## src/srp_pkg.sv

```systemverilog
// Shared types and constants for the SLIP response parser.
package srp_pkg;

  localparam logic [7:0] SLIP_END      = 8'hC0;
  localparam logic [7:0] SLIP_ESC      = 8'hDB;
  localparam logic [7:0] SLIP_ESC_END  = 8'hDC;
  localparam logic [7:0] SLIP_ESC_ESC  = 8'hDD;
  localparam logic [7:0] DIR_RESPONSE  = 8'h01;

  localparam int unsigned HDR_LEN   = 8;
  localparam int unsigned HDR_IDX_W = 4;

  localparam logic [15:0] TIMEOUT_RESET = 16'd500;

  // Configuration register indexes
  localparam logic REG_EXPECTED_OPCODE = 1'b0;
  localparam logic REG_TIMEOUT_TICKS   = 1'b1;

  typedef enum logic [1:0] {
    PH_HUNT,
    PH_HEADER,
    PH_BODY,
    PH_END
  } phase_t;

  typedef enum logic [1:0] {
    ST_SUCCESS,
    ST_TIMEOUT,
    ST_FRAMING,
    ST_HEADER
  } status_t;

  // Class of one queued item, decided by the front end
  typedef enum logic [2:0] {
    K_TICK,
    K_END,
    K_ESC,
    K_ESC_END,
    K_ESC_ESC,
    K_DATA
  } kind_t;

  typedef struct packed {
    kind_t      kind;
    logic [7:0] data;
  } item_t;

  typedef struct packed {
    logic [7:0]  expected_opcode;
    logic [15:0] timeout_ticks;
  } cfg_t;

endpackage

```

## src/slip_response_parser.sv

```systemverilog
// Top level of the SLIP response parser: config registers, front queue, back parser.
//
//  channel   direction  handshake              payload
//  in        to block   in_valid / in_ready    action, rx_byte
//  out       from block out_valid / out_ready  status, reply_value, body_length
//  cfg       to block   cfg_valid / cfg_ready  cfg_index, cfg_data
//
// One item per cycle sustained: the front queue takes an item each cycle while it
// has room, and the back parser retires one queued item per cycle while its result
// register is free or being emptied. With the queue empty, the item that causes a
// result is first written into the queue at its accept, then parsed into the result
// register that drives out.
// Reset clears the queue and parser state and loads the config defaults; there is
// no clearing pass. A stall on out holds the parser; the queue (QUEUE_DEPTH entries)
// keeps accepting until full, then drops in_ready.
module slip_response_parser #(
  parameter int unsigned QUEUE_DEPTH = 4
) (
  input  logic        clk,
  input  logic        rst,
  // input transactions
  input  logic        in_valid,
  output logic        in_ready,
  input  logic        action,
  input  logic [7:0]  rx_byte,
  // result transactions
  output logic        out_valid,
  input  logic        out_ready,
  output logic [1:0]  status,
  output logic [31:0] reply_value,
  output logic [15:0] body_length,
  // configuration writes
  input  logic        cfg_valid,
  output logic        cfg_ready,
  input  logic        cfg_index,
  input  logic [15:0] cfg_data
);

  srp_pkg::cfg_t  cfg;
  logic           q_valid;
  logic           q_ready;
  srp_pkg::item_t q_item;

  // Config writes are always accepted and go straight into the config registers
  assign cfg_ready = 1'b1;

  always_ff @(posedge clk) begin
    if (rst) begin
      cfg.expected_opcode <= 8'd0;
      cfg.timeout_ticks   <= srp_pkg::TIMEOUT_RESET;
    end else if (cfg_valid && cfg_ready) begin
      case (cfg_index)
        srp_pkg::REG_EXPECTED_OPCODE: cfg.expected_opcode <= cfg_data[7:0];
        srp_pkg::REG_TIMEOUT_TICKS:   cfg.timeout_ticks   <= cfg_data;
        default: begin
        end
      endcase
    end
  end

  // Front: classify each byte or tick and hold it in the queue
  srp_front #(
    .DEPTH(QUEUE_DEPTH)
  ) u_front (
    .clk      (clk),
    .rst      (rst),
    .in_valid (in_valid),
    .in_ready (in_ready),
    .action   (action),
    .rx_byte  (rx_byte),
    .q_valid  (q_valid),
    .q_ready  (q_ready),
    .q_item   (q_item)
  );

  // Back: decode the frame, track the timeout, register the result
  srp_back u_back (
    .clk         (clk),
    .rst         (rst),
    .cfg         (cfg),
    .q_valid     (q_valid),
    .q_ready     (q_ready),
    .q_item      (q_item),
    .out_valid   (out_valid),
    .out_ready   (out_ready),
    .status      (status),
    .reply_value (reply_value),
    .body_length (body_length)
  );

endmodule

```

## src/srp_front.sv

```systemverilog
// Front end: classifies incoming bytes and ticks and queues them for the parser.
module srp_front #(
  parameter int unsigned DEPTH = 4
) (
  input  logic             clk,
  input  logic             rst,
  input  logic             in_valid,
  output logic             in_ready,
  input  logic             action,
  input  logic [7:0]       rx_byte,
  output logic             q_valid,
  input  logic             q_ready,
  output srp_pkg::item_t   q_item
);

  localparam int unsigned PTR_W = (DEPTH > 1) ? $clog2(DEPTH) : 1;
  localparam int unsigned CNT_W = $clog2(DEPTH + 1);

  srp_pkg::item_t    mem [DEPTH];
  logic [PTR_W-1:0]  wr_ptr;
  logic [PTR_W-1:0]  rd_ptr;
  logic [CNT_W-1:0]  count;
  logic              push;
  logic              pop;
  srp_pkg::item_t    item_in;

  // Classify once here so the parser only looks at a small code
  always_comb begin
    item_in.data = rx_byte;
    if (action) begin
      item_in.kind = srp_pkg::K_TICK;
    end else if (rx_byte == srp_pkg::SLIP_END) begin
      item_in.kind = srp_pkg::K_END;
    end else if (rx_byte == srp_pkg::SLIP_ESC) begin
      item_in.kind = srp_pkg::K_ESC;
    end else if (rx_byte == srp_pkg::SLIP_ESC_END) begin
      item_in.kind = srp_pkg::K_ESC_END;
    end else if (rx_byte == srp_pkg::SLIP_ESC_ESC) begin
      item_in.kind = srp_pkg::K_ESC_ESC;
    end else begin
      item_in.kind = srp_pkg::K_DATA;
    end
  end

  assign in_ready = (count != CNT_W'(DEPTH));
  assign q_valid  = (count != '0);
  assign q_item   = mem[rd_ptr];
  assign push     = in_valid && in_ready;
  assign pop      = q_valid && q_ready;

  always_ff @(posedge clk) begin
    if (push) begin
      mem[wr_ptr] <= item_in;
    end
  end

  always_ff @(posedge clk) begin
    if (rst) begin
      wr_ptr <= '0;
      rd_ptr <= '0;
      count  <= '0;
    end else begin
      if (push) begin
        wr_ptr <= (wr_ptr == PTR_W'(DEPTH - 1)) ? '0 : PTR_W'(wr_ptr + 1'b1);
      end
      if (pop) begin
        rd_ptr <= (rd_ptr == PTR_W'(DEPTH - 1)) ? '0 : PTR_W'(rd_ptr + 1'b1);
      end
      if (push && !pop) begin
        count <= CNT_W'(count + 1'b1);
      end else if (pop && !push) begin
        count <= CNT_W'(count - 1'b1);
      end
    end
  end

  a_count_bound: assert property (@(posedge clk) disable iff (rst)
    count <= CNT_W'(DEPTH))
    else $error("queue count beyond depth");

  a_no_push_when_full: assert property (@(posedge clk) disable iff (rst)
    (count == CNT_W'(DEPTH)) && !pop |=> count == CNT_W'(DEPTH))
    else $error("full queue lost an entry");

endmodule

```

## src/srp_back.sv

```systemverilog
// Back end: SLIP decode, header capture, body skip, timeout and result register.
module srp_back (
  input  logic             clk,
  input  logic             rst,
  input  srp_pkg::cfg_t    cfg,
  input  logic             q_valid,
  output logic             q_ready,
  input  srp_pkg::item_t   q_item,
  output logic             out_valid,
  input  logic             out_ready,
  output logic [1:0]       status,
  output logic [31:0]      reply_value,
  output logic [15:0]      body_length
);

  srp_pkg::phase_t                 phase, phase_next;
  logic                            esc, esc_next;
  logic [srp_pkg::HDR_IDX_W-1:0]   hidx, hidx_next;
  logic [15:0]                     bidx, bidx_next;
  logic [15:0]                     elapsed, elapsed_next;
  logic [7:0]                      hdr [srp_pkg::HDR_LEN];

  logic             take;
  logic             emit;
  srp_pkg::status_t emit_status;
  logic             hdr_we;
  logic [7:0]       dbyte;
  logic             have_byte;
  logic [15:0]      hdr_len;
  logic             hdr_full;
  logic [15:0]      el_inc;
  logic [15:0]      bidx_inc;
  srp_pkg::status_t status_q;

  assign q_ready  = !out_valid || out_ready;
  assign take     = q_valid && q_ready;
  assign hdr_len  = {hdr[3], hdr[2]};
  assign hdr_full = (hidx == srp_pkg::HDR_IDX_W'(srp_pkg::HDR_LEN));
  assign el_inc   = (elapsed == 16'hFFFF) ? elapsed : 16'(elapsed + 16'd1);
  assign bidx_inc = (bidx == 16'hFFFF) ? bidx : 16'(bidx + 16'd1);

  always_comb begin
    phase_next   = phase;
    esc_next     = esc;
    hidx_next    = hidx;
    bidx_next    = bidx;
    elapsed_next = elapsed;
    emit         = 1'b0;
    emit_status  = srp_pkg::ST_SUCCESS;
    hdr_we       = 1'b0;
    have_byte    = 1'b0;
    dbyte        = q_item.data;

    if (take) begin
      if (q_item.kind == srp_pkg::K_TICK) begin
        elapsed_next = el_inc;
        if (el_inc > cfg.timeout_ticks) begin
          emit        = 1'b1;
          emit_status = srp_pkg::ST_TIMEOUT;
        end
      end else begin
        case (phase)
          srp_pkg::PH_HUNT: begin
            if (q_item.kind == srp_pkg::K_END) begin
              phase_next = srp_pkg::PH_HEADER;
              esc_next   = 1'b0;
              hidx_next  = '0;
              bidx_next  = '0;
            end
          end
          srp_pkg::PH_END: begin
            emit = 1'b1;
            if (q_item.kind != srp_pkg::K_END) begin
              emit_status = srp_pkg::ST_FRAMING;
            end else if (hdr[0] != srp_pkg::DIR_RESPONSE ||
                         hdr[1] != cfg.expected_opcode) begin
              emit_status = srp_pkg::ST_HEADER;
            end else begin
              emit_status = srp_pkg::ST_SUCCESS;
            end
          end
          default: begin
            // Header or body: undo SLIP escaping
            if (esc) begin
              esc_next = 1'b0;
              if (q_item.kind == srp_pkg::K_ESC_END) begin
                dbyte     = srp_pkg::SLIP_END;
                have_byte = 1'b1;
              end else if (q_item.kind == srp_pkg::K_ESC_ESC) begin
                dbyte     = srp_pkg::SLIP_ESC;
                have_byte = 1'b1;
              end else begin
                emit        = 1'b1;
                emit_status = srp_pkg::ST_FRAMING;
              end
            end else if (q_item.kind == srp_pkg::K_END) begin
              emit        = 1'b1;
              emit_status = srp_pkg::ST_FRAMING;
            end else if (q_item.kind == srp_pkg::K_ESC) begin
              esc_next = 1'b1;
            end else begin
              have_byte = 1'b1;
            end

            if (have_byte) begin
              if (phase == srp_pkg::PH_HEADER) begin
                hdr_we    = 1'b1;
                hidx_next = srp_pkg::HDR_IDX_W'(hidx + 1'b1);
                if (hidx == srp_pkg::HDR_IDX_W'(srp_pkg::HDR_LEN - 1)) begin
                  bidx_next  = '0;
                  phase_next = (hdr_len != 16'd0) ? srp_pkg::PH_BODY : srp_pkg::PH_END;
                end
              end else begin
                bidx_next = bidx_inc;
                if (bidx_inc >= hdr_len) begin
                  phase_next = srp_pkg::PH_END;
                end
              end
            end
          end
        endcase
      end

      // Any result drops the frame and restarts the hunt with a fresh tick count
      if (emit) begin
        phase_next   = srp_pkg::PH_HUNT;
        esc_next     = 1'b0;
        hidx_next    = '0;
        bidx_next    = '0;
        elapsed_next = '0;
        hdr_we       = 1'b0;
      end
    end
  end

  always_ff @(posedge clk) begin
    if (rst) begin
      phase   <= srp_pkg::PH_HUNT;
      esc     <= 1'b0;
      hidx    <= '0;
      bidx    <= '0;
      elapsed <= '0;
    end else begin
      phase   <= phase_next;
      esc     <= esc_next;
      hidx    <= hidx_next;
      bidx    <= bidx_next;
      elapsed <= elapsed_next;
    end
  end

  always_ff @(posedge clk) begin
    if (hdr_we) begin
      hdr[hidx[2:0]] <= dbyte;
    end
  end

  // Result register
  always_ff @(posedge clk) begin
    if (rst) begin
      out_valid <= 1'b0;
    end else if (emit) begin
      out_valid <= 1'b1;
    end else if (out_ready) begin
      out_valid <= 1'b0;
    end
  end

  always_ff @(posedge clk) begin
    if (emit) begin
      status_q    <= emit_status;
      reply_value <= hdr_full ? {hdr[7], hdr[6], hdr[5], hdr[4]} : 32'd0;
      body_length <= hdr_full ? hdr_len : 16'd0;
    end
  end

  assign status = status_q;

  a_hidx_bound: assert property (@(posedge clk) disable iff (rst)
    hidx <= srp_pkg::HDR_IDX_W'(srp_pkg::HDR_LEN))
    else $error("header index beyond header length");

  a_body_needs_header: assert property (@(posedge clk) disable iff (rst)
    (phase == srp_pkg::PH_BODY || phase == srp_pkg::PH_END) |-> hdr_full)
    else $error("body or end phase without a full header");

  a_esc_in_frame: assert property (@(posedge clk) disable iff (rst)
    esc |-> (phase == srp_pkg::PH_HEADER || phase == srp_pkg::PH_BODY))
    else $error("escape pending outside header or body");

  a_emit_restarts: assert property (@(posedge clk) disable iff (rst)
    emit |=> phase == srp_pkg::PH_HUNT && elapsed == 16'd0 && out_valid)
    else $error("result did not restart the hunt");

endmodule
```

## config.mk

```make
export PLATFORM = sky130hd
export DESIGN_NAME = slip_response_parser
export DESIGN_NICKNAME = d
export VERILOG_FILES = /design/src/srp_pkg.sv /design/src/slip_response_parser.sv /design/src/srp_front.sv /design/src/srp_back.sv
export SDC_FILE = /design/constraint.sdc
export NUM_CORES = 1
export LEC_CHECK = 0
export ABC_AREA = 1
export BUFFER_PORTS_ARGS = -buffer_cell sky130_fd_sc_hd__buf_4
export CAP_MARGIN = 20
export CORE_UTILIZATION = 54
export DETAILED_ROUTE_END_ITERATION = 16
export GPL_ROUTABILITY_DRIVEN = 0
export MAX_ROUTING_LAYER = met4
export PLACE_DENSITY = 0.84
export SLEW_MARGIN = 25
export SYNTH_ARGS = -nofsm -noshare
export SYNTH_HDL_FRONTEND = slang
export SYNTH_SLANG_ARGS = --single-unit
```

## constraint.sdc

```tcl
create_clock -name clk -period 3.95 [get_ports clk]
set_input_delay 0.395 -clock clk [delete_from_list [all_inputs] [get_ports clk]]
set_output_delay 0.395 -clock clk [all_outputs]
set_load 0.005 [all_outputs]
```

==> summary.md <==
| Metric | Value |
|---|---|
| Finished Core Util | 0.638 |
| CORE AREA | 19400 sq um |
| Worst setup EP type | flop |
| Post-CTS Hold Fix Bufs | 0 |
| Slowest stage delay, CP | 0.39 ns |
| Layout cells sized above 1 | 0.139 |
| Met1 Usage GRT | 0.286 |
| Clock transition at the registers of the reported paths | 0.06 ns |
| Hold violation total from the final report | 0 |
| Final critical-path required period | 3.67 ns |
| Synth async-reset ratio | 0 |
| Crit start category | flop |
| Drt initial violations | 640 |
| Starting Density | 0.549 |
| Met2 Usage GRT | 0.382 |
| Clock H-tree levels | 1 |
| EDFF count, synth | 158 |
| WL per Instance | 15.0 microns |
| Count leader, synth | nand2_1 |
| Seq/Total Area, Yosys | 0.583 |
| Post-cts sizing count | 0 |
| Final worst-path cycle share | 0.930 |
| Global route hottest layer | met2 |
| CTS tree | done |
| Setup Crit Path Kind | flop to flop |
| Rel. slew slack | 0.343 |
| F_max | 272 MHz |
| Largest net degree at the start of global routing | 49 |
| Width of the die | 142 microns |
| Post-Syn Area per Cell | 9.54 sq um |
| Placed cell count | 1447 |
| Synth Warn # | 0 |
| Via count | 7925 |
| Syn Inst Count | 1117 |
| Lkg Pwr | 0.00521 uW |
| Total track usage | 0.229 |
| NumNets Final | 1286 |
| Top cells by area, synth | edfxtp_1 (45%), dfxtp_1 (14%), nand2_1 (6.8%) |
| Chip Height | 142 microns |
| Vias in the first global route | 7360 |
| Non-Filler Instances | 1492 |
| Initial antenna violation count | 0 |
| Pwr dens | 601 nW/um^2 |
| Netlist cell types | 48 |
| Area grow syn2layout | 16.2% |
| First-pass iteration count of the detailed router | 6 |
| Clk sinks | 231 |
| CTS max path bufs | 3 |
| Synthesized area | 10700 sq um |
| Status | finished, final reports clean |
| Worst-margin pin slew | 0.985 ns |
| Max-slew violation count | 0 |
| Cell taking the most area after synthesis | edfxtp_1 |
| Boundary Pins | 84 |
| #FFs+latches synth | 231 |
| Syn_nets | 1194 |
| Dpl hpwl | 15200 microns |
| Antenna Nets Post-Route | 0 |
| # port buffers | 82 |
| Most common cell on crit path | nand2_1 |
| Hold Path Class | input port to flop |
| Worst vdd ir | 395 uV |
| Commonest cells in the netlist | nand2_1 (193), edfxtp_1 (158), nor2_1 (158) |
| Inserted Diodes | 0 |
| GRT overflow | 0 |
| DIE AREA | 20300 sq um |
| Crit-path max FO | 18 |
| CTS root buffer | clkbuf_16 |
| Pwr Total | 7440 uW |
| Critical path's slowest cell | dfxtp_1 |
| Standard-cell rows | 51 |
| Worst EP arrival | 4.13 ns |
| Main synth FF type | edfxtp_1 |
| Top-area cell type share of the netlist area | 0.445 |
| Final WL | 22400 microns |
| Max-cap violations | 0 |
| Worst-Skew Late Latency | 0.53 ns |
| First-pass GRT wire length | 35600 microns |
| Post-CTS Setup Repair Bufs | 0 |
| DR vias/cell | 5.31 |
| DRC viols | 0 |
| Num CTS Buffers | 24 |
| Clock Skews | 0.0125 ns |
| Grt met3 use | 0.0289 |
| Final setup viols | 0 |
| WP data required | 4.41 ns |
## cell families (layout without fill, tap and decap cells)
family,count (synthesis),in the layout,share of synthesized area
AO/OA/AOI/OAI,162,162,0.0859
XOR/XNOR,21,21,0.0173
adder cells (fa/ha/maj),46,46,0.0547
buffers and inverters,188,297,0.0697
flip-flops,231,231,0.583
other,1,1,0.000352
AND/OR/NAND/NOR,468,469,0.189
## sequential cells by signal (all words and copies together) (netlist names), named ones only
register,cells
u_back.reply_value,32
u_front.mem,44
u_back.out_valid,1
u_back.hidx,4
u_back.esc,1
u_front.count,3
u_back.phase,2
u_front.wr_ptr,2
u_back.body_length,16
u_back.elapsed,16
cfg,24
u_front.rd_ptr,2
u_back.hdr,64
u_back.status,2
u_back.bidx,16
## worst paths after layout
kind | startpoint | to | slack (ns) | cells past startpoint
hold / removal | rx_byte[2] | u_front.mem[1][2]$_DFFE_PP_ | 0.08 | 1
setup reg to reg | u_back.elapsed[1]$_SDFFE_PP0P_ | u_back.elapsed[11]$_SDFFE_PP0P_ | 0.28 | 25
hold reg to reg | cfg[3]$_SDFFE_PP0P_ | cfg[3]$_SDFFE_PP0P_ | 0.47 | 2
setup / recovery | u_back.elapsed[1]$_SDFFE_PP0P_ | u_back.elapsed[11]$_SDFFE_PP0P_ | 0.28 | 25
## final cells by class
cell class	instances	area, sq um
clock buffer	36	676
clock inverter	8	66.3
fill	1530	7020
inverter	155	582
multi-input combinational	699	3750
sequential	231	6210
tap	265	332
timing repair buffer	98	759
## power breakdown
part | switching (uW) | internal (uW) | total [uW]
sequential | 169 | 2960 | 3130
combinational | 1490 | 709 | 2200
clock | 912 | 1190 | 2100
## cells in the final DEF (no fill, tap or decap), types with 12 or more instances in the layout
master,netlist,routed
nand3_1,49,49
edfxtp_1,158,158
buf_4,3,95
a21oi_1,58,57
dfxtp_1,73,72
ha_1,45,45
inv_1,151,150
o21ai_1,8,12
nor3_1,20,20
nand2_1,193,192
nand4_1,13,13
clkbuf_16,0,24
nor2_1,158,154
o21ai_0,64,60
xor2_1,18,17
## critical path, delay by kind of cell, from the launching register on
family	cells	cell delay, ns
flops	1	0.39
xor+xnor	1	0.17
compound gates	2	0.32
simple gates	18	2.07
fa+ha+maj	2	0.51
buf+inv	2	0.12
## routing by layer
metal	up-vias	wire length [microns]	part of all wire
met5	-	0	0
met4	0	705	0.031
met3	60	1560	0.070
met2	316	10900	0.49
met1	3634	9170	0.41
li1	3915	-	-
## per-stage QoR
stage	setup WS (ns)	TNS, ns	hold WS [ns]	instance area [sq um]
after floorplan	0.0795	0	0.435	10700
after global placement	0.421	0	0.454	11600
after detailed placement	0.341	0	0.462	11600
after CTS	0.280	0	0.0706	12300
after global routing	-0.0606	-1.08	0.0758	12400
final	0.278	0	0.0849	12400
No activity file was read; power rests on OpenSTA's default activity.
